File: src/design/dts_shs_pkg.sv
// Package for the DTS sync header scanner: payload structs, sync constants,
// the rate table and the reciprocal constant for the frame size division.
// No dependencies.
package dts_shs_pkg;

    localparam int WINDOW_W         = 16;
    localparam logic [WINDOW_W-1:0] WINDOW_RESET = 16'd7056;
    localparam int OFFSET_BITS_DEF  = 16;
    localparam int HIST_LEN         = 10;
    localparam int HDR_LAST         = HIST_LEN - 1;   // byte index of header end
    localparam int SYNC_LEAD        = 4;              // sync start + 13 vs window

    // Sync word: ff 1f 00 e8, then f? nibble, then 07
    localparam logic [7:0] SYNC_B0   = 8'hff;
    localparam logic [7:0] SYNC_B1   = 8'h1f;
    localparam logic [7:0] SYNC_B2   = 8'h00;
    localparam logic [7:0] SYNC_B3   = 8'he8;
    localparam logic [3:0] SYNC_B4HI = 4'hf;
    localparam logic [7:0] SYNC_B5   = 8'h07;

    // floor(x / 7) == (x * DIV7_MUL) >> DIV7_SHIFT for x < 2^17
    localparam logic [17:0] DIV7_MUL   = 18'd149797;
    localparam int          DIV7_SHIFT = 20;

    localparam logic [1:0] ST_OK       = 2'd0;
    localparam logic [1:0] ST_BAD_RATE = 2'd1;
    localparam logic [1:0] ST_NO_SYNC  = 2'd2;

    typedef struct packed {
        logic [7:0] data_byte;
        logic       restart;
    } t_in_req;

    typedef struct packed {
        logic [1:0]  status;
        logic [15:0] sync_offset;
        logic [12:0] frame_samples;
        logic [14:0] frame_bytes;
        logic [17:0] rate_hz;
        logic [3:0]  rate_code;
    } t_out_res;

    // Scan result handed from the scanner to the decoder
    typedef struct packed {
        logic        hdr;        // 1: header found, 0: no sync
        logic [15:0] offset;
        logic [6:0]  nblks;
        logic [13:0] fsize_raw;
        logic [3:0]  code;
    } t_evt;

    function automatic logic [17:0] rate_lookup(input logic [3:0] code);
        logic [17:0] r;
        unique case (code)
            4'd1:    r = 18'd8000;
            4'd2:    r = 18'd16000;
            4'd3:    r = 18'd32000;
            4'd6:    r = 18'd11025;
            4'd7:    r = 18'd22050;
            4'd8:    r = 18'd44100;
            4'd11:   r = 18'd12000;
            4'd12:   r = 18'd24000;
            4'd13:   r = 18'd48000;
            4'd14:   r = 18'd96000;
            4'd15:   r = 18'd192000;
            default: r = 18'd0;
        endcase
        return r;
    endfunction

endpackage

File: src/design/dts_shs_scan.sv
// Byte history, byte counter and sync search for the DTS header scanner.
// Registers one scan result per stream. Depends on dts_shs_pkg.
module dts_shs_scan
    import dts_shs_pkg::*;
#(
    parameter int OFFSET_BITS = OFFSET_BITS_DEF
) (
    input  logic                i_clk,
    input  logic                i_rst_n,
    input  logic [WINDOW_W-1:0] i_scan_window,
    input  logic                i_in_valid,
    output logic                o_in_ready,
    input  t_in_req             i_in_req,
    output logic                o_evt_valid,
    input  logic                i_evt_ready,
    output t_evt                o_evt
);

    localparam int CW = ((OFFSET_BITS > WINDOW_W) ? OFFSET_BITS : WINDOW_W) + 1;
    localparam logic [OFFSET_BITS-1:0] COUNT_MAX = {OFFSET_BITS{1'b1}};

    logic [7:0]             r_hist [HIST_LEN];
    logic [7:0]             n_hist [HIST_LEN];
    logic [7:0]             eff_hist [HIST_LEN];
    logic [OFFSET_BITS-1:0] r_count, eff_count;
    logic                   r_done, eff_done;
    logic                   r_evt_valid;
    t_evt                   r_evt, n_evt;
    logic [CW-1:0]          pos_ext, win_ext;
    logic                   acc, sync_hit, hit, miss_end;

    assign o_in_ready  = !r_evt_valid || i_evt_ready;
    assign acc         = i_in_valid && o_in_ready;
    assign o_evt_valid = r_evt_valid;
    assign o_evt       = r_evt;

    // restart clears the search state before this byte is taken as byte 0
    always_comb begin
        for (int i = 0; i < HIST_LEN; i++) begin
            eff_hist[i] = i_in_req.restart ? 8'h00 : r_hist[i];
        end
        eff_count = i_in_req.restart ? '0 : r_count;
        eff_done  = i_in_req.restart ? 1'b0 : r_done;
        for (int i = 0; i < HIST_LEN - 1; i++) begin
            n_hist[i] = eff_hist[i+1];
        end
        n_hist[HIST_LEN-1] = i_in_req.data_byte;
    end

    assign sync_hit = n_hist[0] == SYNC_B0 && n_hist[1] == SYNC_B1 &&
                      n_hist[2] == SYNC_B2 && n_hist[3] == SYNC_B3 &&
                      n_hist[4][7:4] == SYNC_B4HI && n_hist[5] == SYNC_B5;

    assign pos_ext  = CW'(eff_count);
    assign win_ext  = CW'(i_scan_window);
    assign hit      = pos_ext >= CW'(HDR_LAST) &&
                      (pos_ext + CW'(SYNC_LEAD)) < win_ext && sync_hit;
    assign miss_end = (pos_ext + CW'(1)) >= win_ext;

    always_comb begin
        n_evt.hdr       = hit;
        n_evt.offset    = 16'(pos_ext - CW'(HDR_LAST));
        n_evt.nblks     = {n_hist[4][2:0], n_hist[7][5:2]};
        n_evt.fsize_raw = {n_hist[7][1:0], n_hist[6], n_hist[9][5:2]};
        n_evt.code      = n_hist[8][3:0];
    end

    always_ff @(posedge i_clk) begin
        if (!i_rst_n) begin
            for (int i = 0; i < HIST_LEN; i++) begin
                r_hist[i] <= 8'h00;
            end
            r_count     <= '0;
            r_done      <= 1'b0;
            r_evt_valid <= 1'b0;
        end else begin
            if (acc && !eff_done) begin
                r_hist  <= n_hist;
                r_count <= (eff_count < COUNT_MAX) ? eff_count + OFFSET_BITS'(1)
                                                   : eff_count;
                r_done  <= hit || miss_end;
            end else if (acc) begin
                r_done <= eff_done;
            end
            if (acc && !eff_done && (hit || miss_end)) begin
                r_evt_valid <= 1'b1;
            end else if (i_evt_ready) begin
                r_evt_valid <= 1'b0;
            end
        end
    end

    always_ff @(posedge i_clk) begin
        if (acc && !eff_done && (hit || miss_end)) begin
            r_evt <= n_evt;
        end
    end

    // a pending result always belongs to a finished search
    a_evt_done: assert property (@(posedge i_clk) disable iff (!i_rst_n)
        r_evt_valid |-> r_done)
        else $error("scan result pending without search done");

    // bytes after the result leave the counter alone
    a_done_hold: assert property (@(posedge i_clk) disable iff (!i_rst_n)
        (acc && r_done && !i_in_req.restart) |=> $stable(r_count))
        else $error("byte counter moved after search done");

endmodule

File: src/design/dts_shs_dec.sv
// Header field decoder and result register for the DTS header scanner.
// Frame size divide by 7 is a reciprocal multiply. Depends on dts_shs_pkg.
module dts_shs_dec
    import dts_shs_pkg::*;
(
    input  logic     i_clk,
    input  logic     i_rst_n,
    input  logic     i_evt_valid,
    output logic     o_evt_ready,
    input  t_evt     i_evt,
    output logic     o_out_valid,
    input  logic     i_out_ready,
    output t_out_res o_out_res
);

    logic        r_out_valid;
    t_out_res    r_out, n_out;
    logic [14:0] fsize;
    logic [16:0] fsize_x4;
    logic [34:0] prod;
    logic [14:0] quot;
    logic [7:0]  nblks_p1;
    logic [17:0] rate;
    logic        load;

    assign o_evt_ready = !r_out_valid || i_out_ready;
    assign load        = i_evt_valid && o_evt_ready;
    assign o_out_valid = r_out_valid;
    assign o_out_res   = r_out;

    assign fsize    = {1'b0, i_evt.fsize_raw} + 15'd1;
    assign fsize_x4 = {fsize, 2'b00};
    assign prod     = 35'(fsize_x4) * 35'(DIV7_MUL);
    assign quot     = prod[DIV7_SHIFT +: 15];
    assign nblks_p1 = {1'b0, i_evt.nblks} + 8'd1;
    assign rate     = rate_lookup(i_evt.code);

    always_comb begin
        n_out = '0;
        if (i_evt.hdr) begin
            n_out.status        = (rate == 18'd0) ? ST_BAD_RATE : ST_OK;
            n_out.sync_offset   = i_evt.offset;
            n_out.frame_samples = {nblks_p1, 5'b00000};
            n_out.frame_bytes   = 15'({quot, 1'b0});
            n_out.rate_hz       = rate;
            n_out.rate_code     = i_evt.code;
        end else begin
            n_out.status = ST_NO_SYNC;
        end
    end

    always_ff @(posedge i_clk) begin
        if (!i_rst_n) begin
            r_out_valid <= 1'b0;
        end else if (load) begin
            r_out_valid <= 1'b1;
        end else if (i_out_ready) begin
            r_out_valid <= 1'b0;
        end
    end

    always_ff @(posedge i_clk) begin
        if (load) begin
            r_out <= n_out;
        end
    end

    a_nosync_zero: assert property (@(posedge i_clk) disable iff (!i_rst_n)
        (r_out_valid && r_out.status == ST_NO_SYNC) |->
            (r_out.frame_bytes == 15'd0 && r_out.rate_hz == 18'd0 &&
             r_out.frame_samples == 13'd0))
        else $error("no-sync result carries header fields");

    a_ok_rate: assert property (@(posedge i_clk) disable iff (!i_rst_n)
        (r_out_valid && r_out.status == ST_OK) |-> r_out.rate_hz != 18'd0)
        else $error("header ok with zero sample rate");

endmodule

File: src/design/dts_sync_header_scanner.sv
// Top level of the DTS 14-bit little-endian sync scanner and header parser.
// Instantiates dts_shs_scan and dts_shs_dec; depends on dts_shs_pkg.
//
// Feed the stream one byte per request, with restart set on the first byte
// of each stream. The block looks for the first DTS sync (ff 1f 00 e8, f?,
// 07) within the first scan_window bytes and returns at most one result per
// stream: a decoded header (status ok, or bad rate when the rate code maps
// to zero) once the tenth byte from the sync has arrived, or a no-sync
// report when the last byte of the window arrives without a usable sync.
// Bytes after the result are taken and dropped until the next restart.
// One byte is accepted every cycle; the result passes through the scan
// register, then the result register, and the input stalls only while
// a scan result waits behind an untaken result. Write scan_window only
// while the block is idle.
module dts_sync_header_scanner
    import dts_shs_pkg::*;
#(
    parameter int OFFSET_BITS = OFFSET_BITS_DEF
) (
    input  logic                i_clk,
    input  logic                i_rst_n,
    // configuration: scan window in bytes
    input  logic                i_cfg_we,
    input  logic [WINDOW_W-1:0] i_cfg_wdata,
    // byte requests
    input  logic                i_in_valid,
    output logic                o_in_ready,
    input  t_in_req             i_in_req,
    // results
    output logic                o_out_valid,
    input  logic                i_out_ready,
    output t_out_res            o_out_res
);

    logic [WINDOW_W-1:0] r_scan_window;
    logic                evt_valid;
    logic                evt_ready;
    t_evt                evt;

    // scan window register, reset to 40 ms of 44.1 kHz 16-bit stereo
    always_ff @(posedge i_clk) begin
        if (!i_rst_n) begin
            r_scan_window <= WINDOW_RESET;
        end else if (i_cfg_we) begin
            r_scan_window <= i_cfg_wdata;
        end
    end

    // sync search: history shift register, counter, window checks
    dts_shs_scan #(
        .OFFSET_BITS (OFFSET_BITS)
    ) u_scan (
        .i_clk         (i_clk),
        .i_rst_n       (i_rst_n),
        .i_scan_window (r_scan_window),
        .i_in_valid    (i_in_valid),
        .o_in_ready    (o_in_ready),
        .i_in_req      (i_in_req),
        .o_evt_valid   (evt_valid),
        .i_evt_ready   (evt_ready),
        .o_evt         (evt)
    );

    // field decode: block count, frame bytes, rate table, status
    dts_shs_dec u_dec (
        .i_clk       (i_clk),
        .i_rst_n     (i_rst_n),
        .i_evt_valid (evt_valid),
        .o_evt_ready (evt_ready),
        .i_evt       (evt),
        .o_out_valid (o_out_valid),
        .i_out_ready (i_out_ready),
        .o_out_res   (o_out_res)
    );

endmodule

File: config.mk
export PLATFORM = sky130hd
export DESIGN_NAME = dts_sync_header_scanner
export DESIGN_NICKNAME = d
export VERILOG_FILES = /design/src/design/dts_shs_pkg.sv /design/src/design/dts_shs_scan.sv /design/src/design/dts_shs_dec.sv /design/src/design/dts_sync_header_scanner.sv
export SDC_FILE = /design/constraint.sdc
export NUM_CORES = 1
export LEC_CHECK = 0
export BUFFER_PORTS_ARGS = -buffer_cell sky130_fd_sc_hd__buf_4
export CAP_MARGIN = 20
export CORE_ASPECT_RATIO = 2
export CORE_MARGIN = 5
export CORE_UTILIZATION = 30
export CTS_CLUSTER_DIAMETER = 80
export CTS_CLUSTER_SIZE = 10
export DETAILED_ROUTE_END_ITERATION = 10
export PLACE_DENSITY = 0.46
export SLEW_MARGIN = 10
export SYNTH_ARGS = -nofsm -noshare
export SYNTH_HDL_FRONTEND = slang
export SYNTH_SLANG_ARGS = --single-unit
File: constraint.sdc
create_clock -name i_clk -period 6.2 [get_ports i_clk]
set_input_delay 0.93 -clock i_clk [delete_from_list [all_inputs] [get_ports i_clk]]
set_output_delay 0.93 -clock i_clk [all_outputs]
set_load 0.005 [all_outputs]
# Word-level counts from Yosys, hierarchy flattened
# Memories as Yosys holds them, arrays and structs flattened. A register that Yosys moved wholly into a read port is not among the register bits.
# Cells that the tools add are included.
# totals
regBits	217
romBits	272
input_bits	30
out_inout_bits	70
elab_cells	86
n_memories	1
# memory_table
memory	words	width	read_ports	rd_clocked_by_memory_dff	wr	line_no	source
(no name shown)	16	17	1	1	0	dts_shs_pkg.sv:54	unique case (code)
# op_classes
addsub	6
mul	1
magnitude_cmp	4
n_eq_ne	5
n_mux	20
reduce_logical	22
# ops
cell	count
8-bit 2-to-1 mux	9
15-bit by 18-bit multiplier with 32-bit output (second input constant)	1
16-bit 2-to-1 mux	2
18-bit logical NOT	1
16-bit by 1-bit adder with 17-bit output (second input constant)	1
16-bit by 3-bit adder with 17-bit output (second input constant)	1
17-bit by 16-bit greater-or-equal comparator with 1-bit output	1
17-bit by 16-bit < comparator with 1-bit output	1
16-bit by 1-bit adder with 16-bit output (second input constant)	1
8-bit == test (second input constant)	2
16-bit by 4-bit greater-or-equal comparator with 1-bit output (second input constant)	1
16-bit < comparator (second input constant)	1
16-bit by 4-bit subtractor with 16-bit output (second input constant)	1
14-bit by 1-bit adder with 15-bit output (second input constant)	1
1-bit logical AND	11
7-bit by 1-bit adder with 8-bit output (second input constant)	1
8-bit by 3-bit == test with 1-bit output (second input constant)	1
8-bit by 5-bit == test with 1-bit output (second input constant)	1
8-bit logical NOT	1
1-bit 2-to-1 mux	8
2-bit nonzero test	3
4-bit == test (second input constant)	1
4-bit 2-to-1 mux	1
1-bit logical NOT	3
1-bit logical OR	3

# Longest topological paths before layout
# Gate-level depths: netlist of the first run.
# depth
word_depth	11
ltp_mapped	25
depth_no_buf	25

# Cells and area by module
# From an unflattened synthesis of the first run, not the netlist that was laid out.
# hier_totals
cells_unflattened	1389
area_unflattened_um2	13294.0
# modules_own_cells
module	n_inst	cells_each	area_per_inst_um2	seq_area_each_um2
dts_shs_scan	1	731	6447.4	3062.9
dts_shs_dec	1	607	6246.0	1821.7
dts_sync_header_scanner	1	51	600.6	320.3

# Worst setup path after synthesis of the first run
# OpenSTA, ideal clock, no wires.
# synth_timing
path_type	flip-flop to flip-flop
startpoint	register u_scan.r_evt (netlist bit u_scan.o_evt[4])
endpoint	register u_dec.r_out (netlist bit u_dec.o_out_res[36]) (data pin)
setup_time_ns	0.266
arrival_time_ns	5.629
t_required_ns	5.934
setup_slack_ns	0.305
stages_incl_launch_ff	24
n_path_buf	0
period_less_slack_ns	5.895
path_cell_list	edfxtp_1 > ha_1 > and3_1 > nor2b_1 > nand3_1 > xnor2_1 > ha_1 > inv_1 > fa_1 > fa_1 > fa_1 > inv_1 > fa_1 > ha_1 > ha_1 > a21oi_1 > o21ai_0 > a22o_1 > a21o_1 > a311o_1 > a21oi_1 > a21oi_1 > xnor2_1 > nor2_1
# synth_via
elab_chain_len	2
# synth_lines
item	line_no	source
start: declaration	dts_shs_scan.sv:28	t_evt r_evt, n_evt;
start signal: assignment	dts_shs_scan.sv:95	r_evt <= n_evt;
14-bit by 1-bit adder with 15-bit output	dts_shs_dec.sv:31	assign fsize = {1'b0, i_evt.fsize_raw} + 15'd1;
15-bit by 18-bit multiplier with 32-bit output	dts_shs_dec.sv:33	assign prod = 35'(fsize_x4) * 35'(DIV7_MUL);
end signal: assignment	dts_shs_dec.sv:64	r_out <= n_out;
end: declaration	dts_shs_dec.sv:17	t_out_res r_out, n_out;
# Every way passes these cells.
# A chain may end at the register's enable or synchronous reset.

# Worst setup path after layout of the first run
# layout_timing
startpoint	register u_scan.r_evt (netlist bit u_scan.o_evt[8])
endpoint	register u_dec.r_out (netlist bit u_dec.o_out_res[36]) (data pin)
# Same word-level chain as after synthesis.

==> results of run 1 <==
[synth_stat cells (all sizes together) (4+ instances only)]
| library cell | count |
|---|---|
| mux2i | 22 |
| nand2 | 111 |
| and2 | 41 |
| nor2 | 75 |
| inv | 105 |
| buf | 23 |
| clkbuf | 55 |
| or3 | 7 |
| ha | 151 |
| a21o | 10 |
| nand2b | 4 |
| o31ai | 5 |
| a21oi | 76 |
| edfxtp | 102 |
| and3 | 49 |
| nor3 | 20 |
| o21ai | 28 |
| xor2 | 32 |
| o21a | 8 |
| nand3 | 33 |
| o211ai | 10 |
| nand4 | 11 |
| xnor2 | 24 |
| fa | 39 |
| dfxtp | 123 |
| nor4 | 9 |
| o221a | 10 |
| a21boi | 34 |
| nor2b | 89 |
| o22ai | 5 |
[path summary, 6_finish.rpt]
kind / cells after the start / slack (ns) / end / start
worst max-delay path: 23 / 0.34 / u_dec.o_out_res[36]$_SDFFCE_PN0P_ / u_scan.o_evt[8]$_DFFE_PN_
worst max register to register: 23 / 0.34 / u_dec.o_out_res[36]$_SDFFCE_PN0P_ / u_scan.o_evt[8]$_DFFE_PN_
worst min register to register: 2 / 0.46 / u_scan.r_hist[9]$_SDFFE_PN0P_ / u_scan.r_hist[9]$_SDFFE_PN0P_
worst min-delay path: 2 / 0.46 / u_scan.r_hist[9]$_SDFFE_PN0P_ / u_scan.r_hist[9]$_SDFFE_PN0P_
[power groups by stage]
stage	registers, uW	logic, uW	clock network [uW]
finish	1630	631	1460
global route	1630	728	1570
CTS	1630	629	1520
detailed placement	1660	620	0
global placement	1660	612	0
floorplan	1640	455	0
[critical path, cell delays in order (launching register included)]
cell      delay (ns)
edfxtp_1        0.35
and3_1          0.20
and3_1          0.20
nor2b_4         0.18
nand3_1         0.13
xnor2_2         0.24
ha_1            0.17
inv_1           0.05
fa_1            0.52
fa_1            0.44
fa_1            0.51
inv_1           0.05
fa_1            0.46
ha_1            0.31
ha_1            0.33
a21oi_2         0.16
o21ai_2         0.10
a22o_1          0.23
a21o_1          0.18
a311o_1         0.31
a21oi_2         0.18
a21oi_1         0.10
xnor2_1         0.16
nor2_1          0.05
[layout make-up]
cell class | count | share of cell area (%)
flip-flops and latches | 225 | 34.8
inverters | 105 | 2.48
clock inverters | 3 | 0.236
clock buffers | 45 | 4.74
repair buffers | 133 | 6.29
multi-input cells | 956 | 47.0
well taps | 560 | 4.41
[routing by layer]
layer / up-vias / track usage (%) / part of all wire (%)
li1: 4849 / - / -
met1: 4650 / 14.3 / 35
met2: 177 / 28.8 / 57
met3: 59 / 1.95 / 3.4
met4: 0 / 6.05 / 3.9
met5: - / 0 / 0
[sequential cells by signal (all words and copies together), names as in the netlist]
signal	flops
u_dec.o_out_valid	1
u_dec.rate	16
u_dec.o_out_res	60
u_scan.o_evt_valid	1
u_scan.r_hist	72
u_scan.o_evt	42
r_scan_window	16
u_scan.r_count	16
u_scan.r_done	1
[per-stage QoR]
step           power (uW)  worst slack (ns)
3_5_place_dp         2280            -0.108
3_3_place_gp         2270           -0.0781
4_1_cts              3780            0.0458
2_1_floorplan        2100             0.305
5_1_grt              3930           -0.0221
6_report             3720             0.341
[what timing repair did]
action	in CTS	in global routing
endpoints found under the setup margin	4	11
setup buffers	0	2
cloned	0	0
gates resized for setup	4	16
pin swaps	0	4
[cells by family (layout without fill, tap and decap cells)]
logic type,Yosys count,in the layout
simple gates,466,466
flops,225,225
compound gates,213,213
fa+ha+maj,190,190
buf+inv,183,286
xor+xnor,56,56
mux,24,24
other cells,1,7
==> flow_summary.ini, run 1 <==
[cells_and_area]
area_delta_synth_final_pct = 16.6
final_common_cell = ha_1
design_area_sq_mm = 0.0159
fin_cells = 2027
num-nets-final = 1668
drive_gt1_share_pct = 14.9
utilization_pct = 35.3
num-fill-cells = 4622
multi_input_area_sq_mm = 0.00747
antennaDiodeCount = 0
seqCellArea_sq_mm = 0.00553
layout_common_cells = ha_1, buf_4, dfxtp_1

[placement]
io_buffers = 92
gp_congestion = 0.883
dp_hpwl_um = 27400
dp_cells = 1977
placed_area_sq_mm = 0.0150

[synth]
synth_top_area_share_pct = 22.5
syn_inst = 1358
synth-seq-cells = 225
synth_top_cell_by_area = edfxtp_1
yosys.area_share.simple_pct = 18.2
synth-edff-count = 102
synthTopCellsByArea = edfxtp_1, dfxtp_1, ha_1, fa_1, nor2b_1
avgSynthCellArea_sq_um = 10.0
synthAdderAreaFrac_pct = 19.6
synth_ff_type = dfxtp_1
yosysUniqueCellTypes = 73
postSynth.asyncResetShare_pct = 0
synthMuxAreaShare_pct = 1.93
synthXorXnorAreaFrac_pct = 3.60
synth_top_family_by_area = adder cells
ys_seq_area_share_pct = 40.6
synth_compound_area_share_pct = 10.4
ys_warn_count = 0
syn_area_sq_mm = 0.0136

[die]
rows = 110
ios = 100
die-area_sq_mm = 0.0500
die_width_um = 161
core_sq_mm = 0.0450
initial_utilization_pct = 30.2
die_h_um = 311

[cts]
clock_tree.buffer_depth = 3
tritoncts = done
numCtsBuffers = 27
hold_buffers = 0
cts.clk_slew.worst_paths_ns = 0.06
clk-insertion-delay-late_ns = 0.58
root_buffer = clkbuf_16
clock-sinks = 225
htreeDepth = 1

[routing]
drt_iter0_markers = 262
ant_nets = 0
drt_first_pass_iters = 5
post_drt_wl_per_cell_um = 17.8
drc = 0
routed_wl_um = 36100
vias = 9735
viasPerCell = 4.80

[sta]
worst_pin_slew_ns = 1.01
final.min_clock_period_ns = 5.86
tns_ns = 0
hold_viol_final = 0
holdWs_ns = 0.463
finClkSkew_ns = 0.0415
max_slew_margin_pct = 32.9
slew_violations = 0
timing.fmax_mhz = 171
fin_crit_sh_pct = 94.5
finalSetupViolations = 0

[power_and_ir_drop]
vdd_drop_max_mv = 0.163
p_comb_share_pct = 17.0
p_sw_share_pct = 27.7
p_clk_share_pct = 39.3
p_int_uw = 2690
powerDensity_mw_per_mm2 = 234
p_switching_uw = 1030
leakage_uw = 0.00686
p_seq_share_pct = 43.7

[flow_run]
drv_cap = 0

[global_route]
overflow = 0
track_usage_pct = 14.3
antenna_found_initial = 0
grt_pass1_vias = 10200
grt_max_degree = 108
grt_pass1_wl_um = 56800

[setup_path]
criticalPathCategory = register to register
worstPathMaxFanout = 3
worstPathArrival_ns = 6.16
endpoint_kind = register
start_kind = register
required_ns = 6.51

[min_path]
hold_path.class = register to register

[status]
status = finished, final reports clean
(Power assumes the default switching activity.)
==> run 2, diff against run 1 <==
--- a/config.mk
+++ b/config.mk
@@ -7,14 +7,16 @@
 export LEC_CHECK = 0
 export BUFFER_PORTS_ARGS = -buffer_cell sky130_fd_sc_hd__buf_4
 export CAP_MARGIN = 20
+export CELL_PAD_IN_SITES_DETAIL_PLACEMENT = 2
+export CELL_PAD_IN_SITES_GLOBAL_PLACEMENT = 2
 export CORE_ASPECT_RATIO = 2
 export CORE_MARGIN = 5
 export CORE_UTILIZATION = 30
 export CTS_CLUSTER_DIAMETER = 80
 export CTS_CLUSTER_SIZE = 10
 export DETAILED_ROUTE_END_ITERATION = 10
-export PLACE_DENSITY = 0.46
-export SLEW_MARGIN = 10
+export PLACE_DENSITY = 0.65
+export SLEW_MARGIN = 20
 export SYNTH_ARGS = -nofsm -noshare
 export SYNTH_HDL_FRONTEND = slang
 export SYNTH_SLANG_ARGS = --single-unit
==> run 2 against run 1 <==
Compared with the run above:
- setup slack lost 0.040 ns
- via count grew 4.6%
- hold slack got worse by 0.0046 ns
- first-iteration DRC count grew 14%
- sequential power is essentially flat
- utilization rose by 0.12 points
- largest power group unchanged
- die area is the same
- clock skew fell by 0.0034 ns
- largest cell class unchanged
- combinational power up 7.1%
- wire length increased by 16%
==> flow_summary.ini, run 2 (synthesized netlist as in run 1, its figures left out) <==
[sta]
final.min_clock_period_ns = 5.90
timing.fmax_mhz = 170
max_slew_margin_pct = 38.7
slew_violations = 0
finClkSkew_ns = 0.0381
fin_crit_sh_pct = 95.1
worst_pin_slew_ns = 0.920
hold_viol_final = 0
finalSetupViolations = 0
holdWs_ns = 0.458
rsz0062_at_grt = false

[cells_and_area]
num-fill-cells = 4900
utilization_pct = 35.4
regMostFlops = u_scan.r_hist
antennaDiodeCount = 0
layout_common_cells = ha_1, buf_4, dfxtp_1
largest_reg_flops = 72
final_common_cell = ha_1
drive_gt1_share_pct = 15.6
fin_cells = 2031
area_delta_synth_final_pct = 17.0
num-nets-final = 1673

[power_and_ir_drop]
vdd_drop_max_mv = 0.140
leakage_uw = 0.00686
p_total_uw = 3720
powerDensity_mw_per_mm2 = 234

[global_route]
grt_pass1_vias = 11500
grt_pass1_wl_um = 64800
track_usage_pct = 16.4
grt_max_degree = 108
overflow = 0
antenna_found_initial = 0

[die]
core_sq_mm = 0.0450
die_width_um = 161
rows = 110
die_h_um = 311
initial_utilization_pct = 30.2
die-area_sq_mm = 0.0500
ios = 100

[routing]
vias = 10200
drc = 0
viasPerCell = 5.01
routed_wl_um = 41800
drt_iter0_markers = 299
ant_nets = 0
drt_first_pass_iters = 4
post_drt_wl_per_cell_um = 20.6

[cts]
clock_tree.buffer_depth = 3
numCtsBuffers = 26
clk-insertion-delay-late_ns = 0.56
cts.clk_slew.worst_paths_ns = 0.06
clock-sinks = 225
htreeDepth = 1
hold_buffers = 0
root_buffer = clkbuf_16
tritoncts = done

[setup_path]
worstPathMaxFanout = 4
start_kind = register
path_delay_family = adder cells
critical_path.max_stage_delay_ns = 0.56
slowest_stage = fa_1
ff2ff_path_depth = 23
cp.depth = 23
cp_cell_sequence = and3_4 -> and3_4 -> nand2_1 -> nor2_2 -> nand3_1 -> xnor2_2 -> ha_1 -> inv_1 -> fa_1 -> inv_1 -> fa_1 -> fa_1 -> ha_1 -> ha_1 -> a211o_1 -> a2111oi_4 -> a211oi_4 -> a21o_1 -> a311o_1 -> a21oi_2 -> a21oi_1 -> xnor2_1 -> nor2_1
worstPathArrival_ns = 6.18
criticalPathCategory = register to register
worstPathBufferInverterCount = 2
required_ns = 6.49
endpoint_kind = register

[status]
status = finished, final reports clean

[placement]
dp_cells = 1982
io_buffers = 92
dp_hpwl_um = 32100
gp_congestion = 0.823

[min_path]
hold_path.class = register to register
hold_path_depth = 2

[flow_run]
drv_cap = 0
==> run 2: area by class of cell <==
type	instances	area (sq um)	area share, %
multi-input cells	956	7510	47.1
flip-flops and latches	225	5530	34.7
repair buffers	139	1060	6.65
clock buffers	44	718	4.51
well taps	560	701	4.40
inverters	105	394	2.47
clock inverters	2	23.8	0.149
==> run 2: tightest hold or removal path: stages (launching register included) <==
cell	delay, ns
dfxtp_1	0.30
nand2_1	0.04
a21boi_0	0.06
==> run 2: per-layer routing <==
metal  wire (um)  global-route usage (%)  part of all wire, %
met1       14400                    15.5                   34
met4        1780                    6.58                  4.2
met5           0                       0                    0
met2       24600                    34.6                   59
met3        1110                    1.68                  2.6
==> run 2: power by group <==
part,internal [uW],switching [uW],leakage [uW],total (uW)
clock network,783,636,0.000349,1420
registers,1590,32.5,0.00197,1620
logic,283,393,0.00455,676
total,2660,1060,0.00686,3720
==> run 2: final timing paths <==
check	slack [ns]	from	to
worst max-delay path	0.30	u_scan.o_evt[8]$_DFFE_PN_	u_dec.o_out_res[36]$_SDFFCE_PN0P_
worst min-delay path	0.46	u_scan.r_hist[7]$_SDFFE_PN0P_	u_scan.r_hist[7]$_SDFFE_PN0P_
worst max register to register	0.30	u_scan.o_evt[8]$_DFFE_PN_	u_dec.o_out_res[36]$_SDFFCE_PN0P_
worst min register to register	0.46	u_scan.r_hist[7]$_SDFFE_PN0P_	u_scan.r_hist[7]$_SDFFE_PN0P_
==> run 2: what timing repair did <==
item | CTS | global route
pin swaps | 0 | 7
buffers inserted | 0 | 3
gates resized for setup | 10 | 20
setup endpoints to repair | 12 | 8
==> run 2: stage by stage <==
| step | setup slack (ns) | cell area, sq um | setup TNS (ns) |
|---|---|---|---|
| 3_3_place_gp | -0.213 | 15000 | -0.978 |
| 2_1_floorplan | 0.305 | 13600 | 0 |
| 3_5_place_dp | -0.495 | 15000 | -3.69 |
| 6_report | 0.301 | 15900 | 0 |
| 5_1_grt | 0.00475 | 15900 | 0 |
| 4_1_cts | 0.0377 | 15800 | 0 |
